### config.mk
export PLATFORM = sky130hd
export DESIGN_NAME = gwf_ctrl
export DESIGN_NICKNAME = d
export VERILOG_FILES = /design/src/hdl/gwf_pkg.sv /design/src/hdl/gwf_ctrl.sv
export SDC_FILE = /design/constraint.sdc
export NUM_CORES = 1
export LEC_CHECK = 0
export BUFFER_PORTS_ARGS = -buffer_cell sky130_fd_sc_hd__buf_2
export CORE_MARGIN = 2
export CORE_UTILIZATION = 40
export DETAILED_ROUTE_END_ITERATION = 7
export GPL_ROUTABILITY_DRIVEN = 0
export PLACE_DENSITY = 0.68
export SETUP_SLACK_MARGIN = 0.1
export SYNTH_ARGS = -nofsm -noshare
export SYNTH_HDL_FRONTEND = slang
export SYNTH_SLANG_ARGS = --single-unit
### constraint.sdc
create_clock -name clk -period 2.98 [get_ports clk]
set_input_delay 0.149 -clock clk [delete_from_list [all_inputs] [get_ports clk]]
set_output_delay 0.149 -clock clk [all_outputs]
set_load 0.01 [all_outputs]
### src/hdl/gwf_pkg.sv
// package: payload structs, controller commands and codes for the water flow grid
`default_nettype none
package gwf_pkg;

  typedef struct packed {
    logic [1:0]         op;
    logic [11:0]        cell_index;
    logic signed [15:0] terrain_height;
  } gwf_in_t;

  typedef struct packed {
    logic signed [15:0] water_level;
    logic               op_done;
  } gwf_out_t;

  localparam logic [1:0] OP_LOAD  = 2'd0;
  localparam logic [1:0] OP_READ  = 2'd1;
  localparam logic [1:0] OP_RAISE = 2'd2;
  localparam logic [1:0] OP_FLOW  = 2'd3;

  localparam logic [1:0] WS_ZERO = 2'd0;
  localparam logic [1:0] WS_ADD  = 2'd1;
  localparam logic [1:0] WS_CUR  = 2'd2;

  localparam logic REG_FLOW_STEP = 1'b0;
  localparam logic REG_GRID_SIDE = 1'b1;

  localparam logic [1:0] NB_RIGHT = 2'd0;
  localparam logic [1:0] NB_LEFT  = 2'd1;
  localparam logic [1:0] NB_DOWN  = 2'd2;
  localparam logic [1:0] NB_UP    = 2'd3;

  typedef struct packed {
    logic       lvl_re;
    logic       lvl_we;
    logic [1:0] lvl_wsel;
    logic       ter_re;
    logic       ter_we;
    logic       cur_load;
    logic       cur_dec;
    logic       out_cap;
    logic       out_lvl;
  } gwf_cmd_t;

  typedef struct packed {
    logic move;
  } gwf_sts_t;

endpackage
`default_nettype wire

### src/hdl/gwf_ctrl.sv
// controller: clearing pass, operation sequencing, raise and flow sweeps
`default_nettype none
module gwf_ctrl import gwf_pkg::*; #(
  parameter int MAX_SIDE = 64
) (
  input  wire logic                                   clk,
  input  wire logic                                   rst_n,
  input  wire logic                                   start,
  input  wire gwf_in_t                                in_data,
  input  wire logic [6:0]                             grid_side,
  input  wire gwf_sts_t                               sts,
  output gwf_cmd_t                                    cmd,
  output logic [$clog2(MAX_SIDE*MAX_SIDE)-1:0]        addr,
  output logic                                        busy,
  output logic                                        out_valid
);

  localparam int CELLS = MAX_SIDE * MAX_SIDE;
  localparam int AW    = $clog2(CELLS);
  localparam int XW    = $clog2(MAX_SIDE);
  localparam int SW    = $clog2(MAX_SIDE + 1);
  localparam logic [AW-1:0] LAST = AW'(CELLS - 1);

  localparam logic [3:0] S_CLEAR   = 4'd0;
  localparam logic [3:0] S_IDLE    = 4'd1;
  localparam logic [3:0] S_RD_WAIT = 4'd2;
  localparam logic [3:0] S_R_RD    = 4'd3;
  localparam logic [3:0] S_R_WR    = 4'd4;
  localparam logic [3:0] S_F_RC    = 4'd5;
  localparam logic [3:0] S_F_LC    = 4'd6;
  localparam logic [3:0] S_F_NRD   = 4'd7;
  localparam logic [3:0] S_F_NCHK  = 4'd8;
  localparam logic [3:0] S_F_WC    = 4'd9;

  logic [3:0]    state_r, state_nxt;
  logic [AW-1:0] addr_r, addr_nxt;
  logic [XW-1:0] x_r, x_nxt;
  logic [XW-1:0] y_r, y_nxt;
  logic [SW-1:0] n_r, n_nxt;
  logic [1:0]    nb_r, nb_nxt;
  logic          out_valid_r, out_valid_nxt;

  logic [SW-1:0] side_c;
  logic [SW-1:0] x_s, y_s, n_m1, n_m2;
  logic          idx_ok;
  logic          border;
  logic          x_last, y_last;
  logic          nb_ok;
  logic [AW-1:0] naddr;
  logic [AW-1:0] n_a;
  logic          adv;
  logic          fin;
  logic [3:0]    loop_state;

  always_comb begin
    if (grid_side < 7'd3) begin
      side_c = SW'(3);
    end else if (int'(grid_side) > MAX_SIDE) begin
      side_c = SW'(MAX_SIDE);
    end else begin
      side_c = SW'(grid_side);
    end
  end

  assign x_s    = SW'(x_r);
  assign y_s    = SW'(y_r);
  assign n_m1   = n_r - SW'(1);
  assign n_m2   = n_r - SW'(2);
  assign x_last = (x_s == n_m1);
  assign y_last = (y_s == n_m1);
  assign border = (x_r == '0) || (y_r == '0) || (x_s == n_m2) || (y_s == n_m2);
  assign idx_ok = int'(in_data.cell_index) < CELLS;
  assign n_a    = AW'(n_r);

  always_comb begin
    unique case (nb_r)
      NB_RIGHT: begin
        nb_ok = !x_last;
        naddr = addr_r + AW'(1);
      end
      NB_LEFT: begin
        nb_ok = (x_r != '0);
        naddr = addr_r - AW'(1);
      end
      NB_DOWN: begin
        nb_ok = !y_last;
        naddr = addr_r + n_a;
      end
      default: begin
        nb_ok = (y_r != '0);
        naddr = addr_r - n_a;
      end
    endcase
  end

  always_comb begin
    cmd           = '0;
    addr          = addr_r;
    state_nxt     = state_r;
    addr_nxt      = addr_r;
    x_nxt         = x_r;
    y_nxt         = y_r;
    n_nxt         = n_r;
    nb_nxt        = nb_r;
    out_valid_nxt = 1'b0;
    adv           = 1'b0;
    fin           = 1'b0;
    loop_state    = S_R_RD;
    unique case (state_r)
      S_CLEAR: begin
        cmd.lvl_we   = 1'b1;
        cmd.lvl_wsel = WS_ZERO;
        addr_nxt     = addr_r + AW'(1);
        if (addr_r == LAST) begin
          addr_nxt  = '0;
          state_nxt = S_IDLE;
        end
      end
      S_IDLE: begin
        if (start) begin
          n_nxt    = side_c;
          x_nxt    = '0;
          y_nxt    = '0;
          addr_nxt = '0;
          unique case (in_data.op)
            OP_LOAD: begin
              addr       = AW'(in_data.cell_index);
              cmd.ter_we = idx_ok;
              fin        = 1'b1;
            end
            OP_READ: begin
              addr = AW'(in_data.cell_index);
              if (idx_ok) begin
                cmd.lvl_re = 1'b1;
                state_nxt  = S_RD_WAIT;
              end else begin
                fin = 1'b1;
              end
            end
            OP_RAISE: state_nxt = S_R_RD;
            default:  state_nxt = S_F_RC;
          endcase
        end
      end
      S_RD_WAIT: begin
        cmd.out_lvl = 1'b1;
        fin         = 1'b1;
      end
      S_R_RD: begin
        if (border) begin
          cmd.lvl_re = 1'b1;
          state_nxt  = S_R_WR;
        end else begin
          adv = 1'b1;
        end
      end
      S_R_WR: begin
        cmd.lvl_we   = 1'b1;
        cmd.lvl_wsel = WS_ADD;
        adv          = 1'b1;
      end
      S_F_RC: begin
        cmd.lvl_re = 1'b1;
        state_nxt  = S_F_LC;
      end
      S_F_LC: begin
        cmd.cur_load = 1'b1;
        nb_nxt       = NB_RIGHT;
        state_nxt    = S_F_NRD;
      end
      S_F_NRD: begin
        if (nb_ok) begin
          addr       = naddr;
          cmd.lvl_re = 1'b1;
          cmd.ter_re = 1'b1;
          state_nxt  = S_F_NCHK;
        end else if (nb_r == NB_UP) begin
          state_nxt = S_F_WC;
        end else begin
          nb_nxt = nb_r + 2'd1;
        end
      end
      S_F_NCHK: begin
        addr         = naddr;
        cmd.lvl_we   = sts.move;
        cmd.lvl_wsel = WS_ADD;
        cmd.cur_dec  = sts.move;
        if (nb_r == NB_UP) begin
          state_nxt = S_F_WC;
        end else begin
          nb_nxt    = nb_r + 2'd1;
          state_nxt = S_F_NRD;
        end
      end
      S_F_WC: begin
        cmd.lvl_we   = 1'b1;
        cmd.lvl_wsel = WS_CUR;
        loop_state   = S_F_RC;
        adv          = 1'b1;
      end
      default: state_nxt = S_IDLE;
    endcase

    if (adv) begin
      if (x_last && y_last) begin
        fin = 1'b1;
      end else begin
        state_nxt = loop_state;
        addr_nxt  = addr_r + AW'(1);
        if (x_last) begin
          x_nxt = '0;
          y_nxt = y_r + XW'(1);
        end else begin
          x_nxt = x_r + XW'(1);
        end
      end
    end

    if (fin) begin
      cmd.out_cap   = 1'b1;
      out_valid_nxt = 1'b1;
      state_nxt     = S_IDLE;
    end
  end

  always_ff @(posedge clk) begin
    if (!rst_n) begin
      state_r     <= S_CLEAR;
      addr_r      <= '0;
      x_r         <= '0;
      y_r         <= '0;
      n_r         <= SW'(3);
      nb_r        <= NB_RIGHT;
      out_valid_r <= 1'b0;
    end else begin
      state_r     <= state_nxt;
      addr_r      <= addr_nxt;
      x_r         <= x_nxt;
      y_r         <= y_nxt;
      n_r         <= n_nxt;
      nb_r        <= nb_nxt;
      out_valid_r <= out_valid_nxt;
    end
  end

  assign busy      = (state_r != S_IDLE);
  assign out_valid = out_valid_r;

  a_no_rw_collide: assert property (@(posedge clk) disable iff (!rst_n)
    !(cmd.lvl_we && cmd.lvl_re))
    else $error("level memory read and write in the same cycle");

  a_no_result_in_clear: assert property (@(posedge clk) disable iff (!rst_n)
    (state_r == S_CLEAR) |-> !out_valid_r)
    else $error("result during clearing pass");

  a_accept_progress: assert property (@(posedge clk) disable iff (!rst_n)
    (start && !busy) |=> (busy || out_valid_r))
    else $error("accepted transaction neither in progress nor done");

  a_sweep_in_grid: assert property (@(posedge clk) disable iff (!rst_n)
    (state_r == S_F_NCHK || state_r == S_R_WR) |-> (x_s < n_r && y_s < n_r))
    else $error("sweep position outside the grid");

endmodule
`default_nettype wire
; ---- Word-level counts from Yosys, hierarchy flattened
; Cells that the tools add are included.
[totals]
latch_bits = 0
out_inout_bits = 24
word_cells = 118
ram_bits = 0
inputBits = 41
rom_bits = 0
memories = 0
regBits = 38
[op_classes]
reduce_logical = 20
eq_ne = 21
shift = 0
addsub = 9
div = 0
n_mul = 0
bitwise = 1
n_lt_le_gt_ge = 2
n_mux = 57
[ops]
columns = cell, n
row1 = 2-to-1 mux 12 bit, 7
row2 = case mux 12 bit (3 select lines), 2
row3 = 2-to-1 mux 6 bit, 10
row4 = 2-to-1 mux 4 bit, 8
row5 = case mux 4 bit (8 select lines), 1
row6 = equality test 6 x 7 -> 1 bit, 4
row7 = case mux 12 bit (2 select lines), 1
row8 = equality test 4 x 3 -> 1 bit (second input constant), 4
row9 = 2-to-1 mux 1 bit, 16
row10 = 2-to-1 mux 7 bit, 2
row11 = adder 12 x 1 -> 12 bit (second input constant), 1
row12 = adder 12 x 7 -> 12 bit, 1
row13 = adder 6 x 1 -> 6 bit (second input constant), 2
row14 = equality test 12 bit (second input constant), 1
row15 = zero test 6 bit, 2
row16 = case mux 3 bit (4 select lines), 1
row17 = case mux 4 bit (3 select lines), 1
row18 = nonzero test 6 bit, 2
row19 = subtractor 12 x 1 -> 12 bit (second input constant), 1
row20 = subtractor 12 x 7 -> 12 bit, 1
row21 = equality test 4 x 2 -> 1 bit (second input constant), 2
row22 = equality test 4 bit (second input constant), 2
row23 = > comparator 7 bit (second input constant), 1
row24 = < comparator 7 x 2 -> 1 bit (second input constant), 1
row25 = other kinds (24), 36

; ---- Depth between registers and ports, before layout
[depth]
ltp_word = 9
depth_mapped = 15
ltp_nobuf = 14

; ---- Least setup slack after synthesis
; No wires, ideal clock.
[synth_timing]
kind = register -> output
from = register nb_r[0]
to = output port addr[9]
setup_slack_ns = -0.388
n_path_buf = 2
stages_incl_launch_ff = 15
required_ns = 2.831
arrival_ns = 3.219
cell_sequence = dfxtp_1 -> inv_1 -> ha_1 -> clkbuf_1 -> clkbuf_1 -> nor2_1 -> a21oi_1 -> ha_1 -> a211oi_1 -> o21bai_1 -> a211oi_1 -> nor3_1 -> o31ai_1 -> nor3_1 -> o31ai_1
[synth_between]
elab_chain_cells = 4
elab_cells_between_ends = 7
classes_between = eq/ne (2) / mux (4) / reduce/logical (1)
[synth_lines]
columns = element, line_no
row1 = from (decl), gwf_ctrl.sv:40  ; logic [1:0] nb_r, nb_nxt;
row2 = from (signal assigned), gwf_ctrl.sv:241  ; nb_r <= nb_nxt;
row3 = equality test 2 bit (tied with other cells), gwf_ctrl.sv:76  ; unique case (nb_r)
row4 = case mux 12 bit (3 select lines) / case mux 1 bit (3 select lines) (equally long branches), gwf_ctrl.sv:76
row5 = 2-to-1 mux 12 bit, gwf_ctrl.sv:172  ; if (nb_ok) begin
row6 = case mux 12 bit (3 select lines) *, gwf_ctrl.sv:109  ; unique case (state_r)
row7 = to (decl), gwf_ctrl.sv:13  ; output logic [$clog2(MAX_SIDE*MAX_SIDE)-1:0] addr,
; Every way passes the cells marked *; elsewhere a longest branch is shown, timed or not.

; ---- Worst setup path after layout
; Same ends and word-level chain as after synthesis.

==> impl_metrics.csv <==
group,metric,value,unit
min_path,min_path_type,"in -> reg",
power_and_ir_drop,power_density,200,mW/mm^2
floorplan,boundaryPins,65,
worst_setup_path,startpoint_type,"flip-flop",
logic_synthesis,synth_top_area_share,16.6,%
route,postRouteAntennaNets,0,
sta,fin_ws,-0.578,ns
power_and_ir_drop,fin_total_pwr,1.25,mW
final_layout,synthToLayoutAreaGrowth,35.8,%
worst_setup_path,max_stage_delay,0.44,ns
sta,rsz0062_at_grt,"yes",
floorplan,coreArea,0.0113,sq mm
sta,setup_viol,13,
worst_setup_path,crit_cells,13,
sta,tns,-4.26,ns
power_and_ir_drop,clkPwrFrac,43.7,%
logic_synthesis,synth_edf_count,0,
clock_tree,cts_root_buffer,"clkbuf_16",
worst_setup_path,cp_max_fo,9,
logic_synthesis,synth_area_leaders,"dfxtp_1 17%, ha_1 7.1%, xnor2_1 4.2%",
run_status,violations,"negative setup slack",
power_and_ir_drop,p_switching,0.315,mW
worst_setup_path,cp.arrival,3.41,ns
logic_synthesis,async_flop_share,0,%
final_layout,fin_nets,759,
grt,grt_max_degree,18,
worst_setup_path,end_kind,"output pin",
floorplan,std_cell_rows,39,
logic_synthesis,yosysMostFrequentCell,"nand2_1",
route,drt-wirelength-per-cell,18.7,microns
route,viasPerCell,6.19,
worst_setup_path,cp_slowest_cell,"o311ai_1",
logic_synthesis,ys_top_cells_by_count,"46 x nand2_1, 40 x nor2_1, 38 x a21oi_1, 38 x dfxtp_1",
route,drc,0,
clock_tree,cts_buffers,5,
sta,finalCriticalPeriod,3.56,ns
power_and_ir_drop,peakVddDrop,0.000190,V
clock_tree,cts_tree,"built",
clock_tree,clkTransAtPathRegs,0.06,ns
run,drv_cap,0,
worst_setup_path,crit_chain,"inv_2, ha_4, buf_6, o311ai_1, ha_1, o21a_1, o21a_4, o22ai_2, o21a_1, o31ai_2, a222oi_1, o31ai_2, buf_2",
floorplan,dieHeight,111,microns
logic_synthesis,ys_seq_area_share,16.6,%
grt,gr-total-overflow,0,
run_status,status,"complete, but fails checks",
logic_synthesis,synth-main-ff-cell,"dfxtp_1",
sta,period_share,119,%
sta,finalClockSkew,0.00337,ns
power_and_ir_drop,p_leak,2.66,nW
route,drtPass1Iterations,7,
placement,place_area,0.00540,sq mm
clock_tree,cts_max_level,2,
final_layout,final-seq-area,768,sq um
sta,worst_pin_slew,0.660,ns
final_layout,n_antenna_cell,0,
grt,grt_pass1_wl,24.9,mm
logic_synthesis,syn-num-nets,659,
logic_synthesis,synth.distinct_cells,92,
placement,place_ws,-0.487,ns
sta,max_freq,0.281,GHz
clock_tree,cts.sinks,38,
route,vias,5167,
power_and_ir_drop,switching_share,25.2,%
final_layout,final.fill_count,1014,
clock_tree,cts.path.max_buffers,2,
route,drt-total-wl,15.6,mm
worst_setup_path,cp_data_required_time,2.83,ns
logic_synthesis,ys_warn_count,0,
sta,finalHoldViolCount,0,
grt,antenna_found_initial,0,
worst_setup_path,cpLargestDelayFamily,"compound AO/OA/AOI/OAI gates",
placement,hpwl,11.4,mm
logic_synthesis,syn_area,0.00458,sq mm
final_layout,fin_area,0.00623,sq mm
sta,report.final.slew_viol_count,0,
clock_tree,clkLatencyLatePin,0.29,ns
grt,grt_pass1_vias,5143,
power_and_ir_drop,p_comb_share,14.5,%
logic_synthesis,syn_area_per_cell,7.76,sq um
worst_setup_path,critPathKind,"reg -> out",
grt,track_usage,24.4,%
placement,io_buffer_count,48,
final_layout,multi_input_area,0.00413,sq mm
worst_setup_path,cp_num_buf_inv,3,
floorplan,fp.dieW,111,microns
final_layout,drive_gt1_share,39.9,%
min_path,holdPathStages,2,
route,drt_iter0_drc,471,
logic_synthesis,synth.largest_area_cell,"dfxtp_1",
worst_setup_path,rr_worst_depth,13,
floorplan,die_area,0.0123,sq mm
logic_synthesis,syn_inst,591,
logic_synthesis,ys_ff_latch,38,
floorplan,initial_core_util,40.5,%
power_and_ir_drop,seq_power_share,41.8,%
sta,slew_headroom,55.9,%
power_and_ir_drop,p_int,0.932,mW
## power groups by stage
stage	registers (mW)	clock network [mW]	logic, mW
4_1_cts	0.520	0.542	0.164
2_1_floorplan	0.528	0	0.0877
5_1_grt	0.521	0.572	0.195
3_3_place_gp	0.530	0	0.139
3_5_place_dp	0.530	0	0.143
6_report	0.521	0.545	0.181
## state kept, by name, indices dropped and copies added (netlist names)
register and count:
y_r 6, nb_r 2, out_valid 1, n_r 7, state_r 4, x_r 6
addr_r 12
## logic make-up after synthesis
family	Yosys count	synth area share, %
simple gates	211	25.3
compound gates	199	33.1
buf+inv	67	7.15
xor+xnor	41	8.60
flops	38	16.6
fa+ha+maj	27	7.53
mux	8	1.80
## timing repair
action                                  CTS  global route
pin swaps                                27            34
resized for setup                        73            44
buffers inserted                         13             7
hold buffers                              0             0
endpoints found under the setup margin   22            31
gates cloned                              0             0
## placed cells by master, fill, tap and decap left out, types with 6 or more instances in the layout
cell / synthesis / layout
buf_4: 3 / 77
a21oi_1: 38 / 31
o221a_2: 8 / 8
o21ai_1: 4 / 8
xnor2_1: 22 / 21
dfxtp_2: 0 / 6
ha_4: 0 / 9
nor2_1: 40 / 36
buf_2: 6 / 48
ha_1: 26 / 15
inv_1: 29 / 24
nand3_1: 17 / 14
nand2_1: 46 / 42
nor3_1: 22 / 18
dfxtp_1: 38 / 32
nand2b_1: 12 / 10
nor3b_1: 7 / 6
o21ai_0: 29 / 18
or2_2: 8 / 7
and2_1: 8 / 8
o21a_1: 7 / 6
a21oi_2: 3 / 10
mux2i_1: 6 / 6
xor2_1: 16 / 14
a211oi_1: 14 / 9
and3_1: 6 / 6
a21o_1: 10 / 10
nand4_1: 6 / 6
## per-layer routing
layer  part of all wire [%]  vias to the layer above  GRT usage [%]
met5                      0                        -              0
met4                    3.2                        0           11.1
met3                    5.4                       36           2.73
met2                     50                      206           42.5
met1                     42                     2510           30.2
li1                       -                     2415              -
## path summary, 6_finish.rpt
kind                startpoint        end  slack [ns]
setup / recovery       nb_r[0]    addr[9]       -0.58
hold / removal    grid_side[6]     n_r[0]        0.17
hold reg to reg         x_r[3]     x_r[3]        0.59
setup reg to reg        n_r[1]  addr_r[9]        0.19
## through the flow
step	util [%]	instances	hold WS, ns
after floorplan	-	591	0.285
after global placement	47.7	811	0.468
after detailed placement	47.7	811	0.473
after CTS	52.5	830	0.169
after global routing	55.0	835	0.184
final	55.0	835	0.170
## final cells by class
| type | instances | area share, % |
|---|---|---|
| clock buffer | 7 | 2.29 |
| inverter | 30 | 1.93 |
| multi-input combinational | 486 | 66.3 |
| clock inverter | 1 | 0.0804 |
| sequential | 38 | 12.3 |
| timing repair buffer | 130 | 14.2 |
| tap | 143 | 2.87 |
Note: power is estimated with default switching activity, not from simulation.
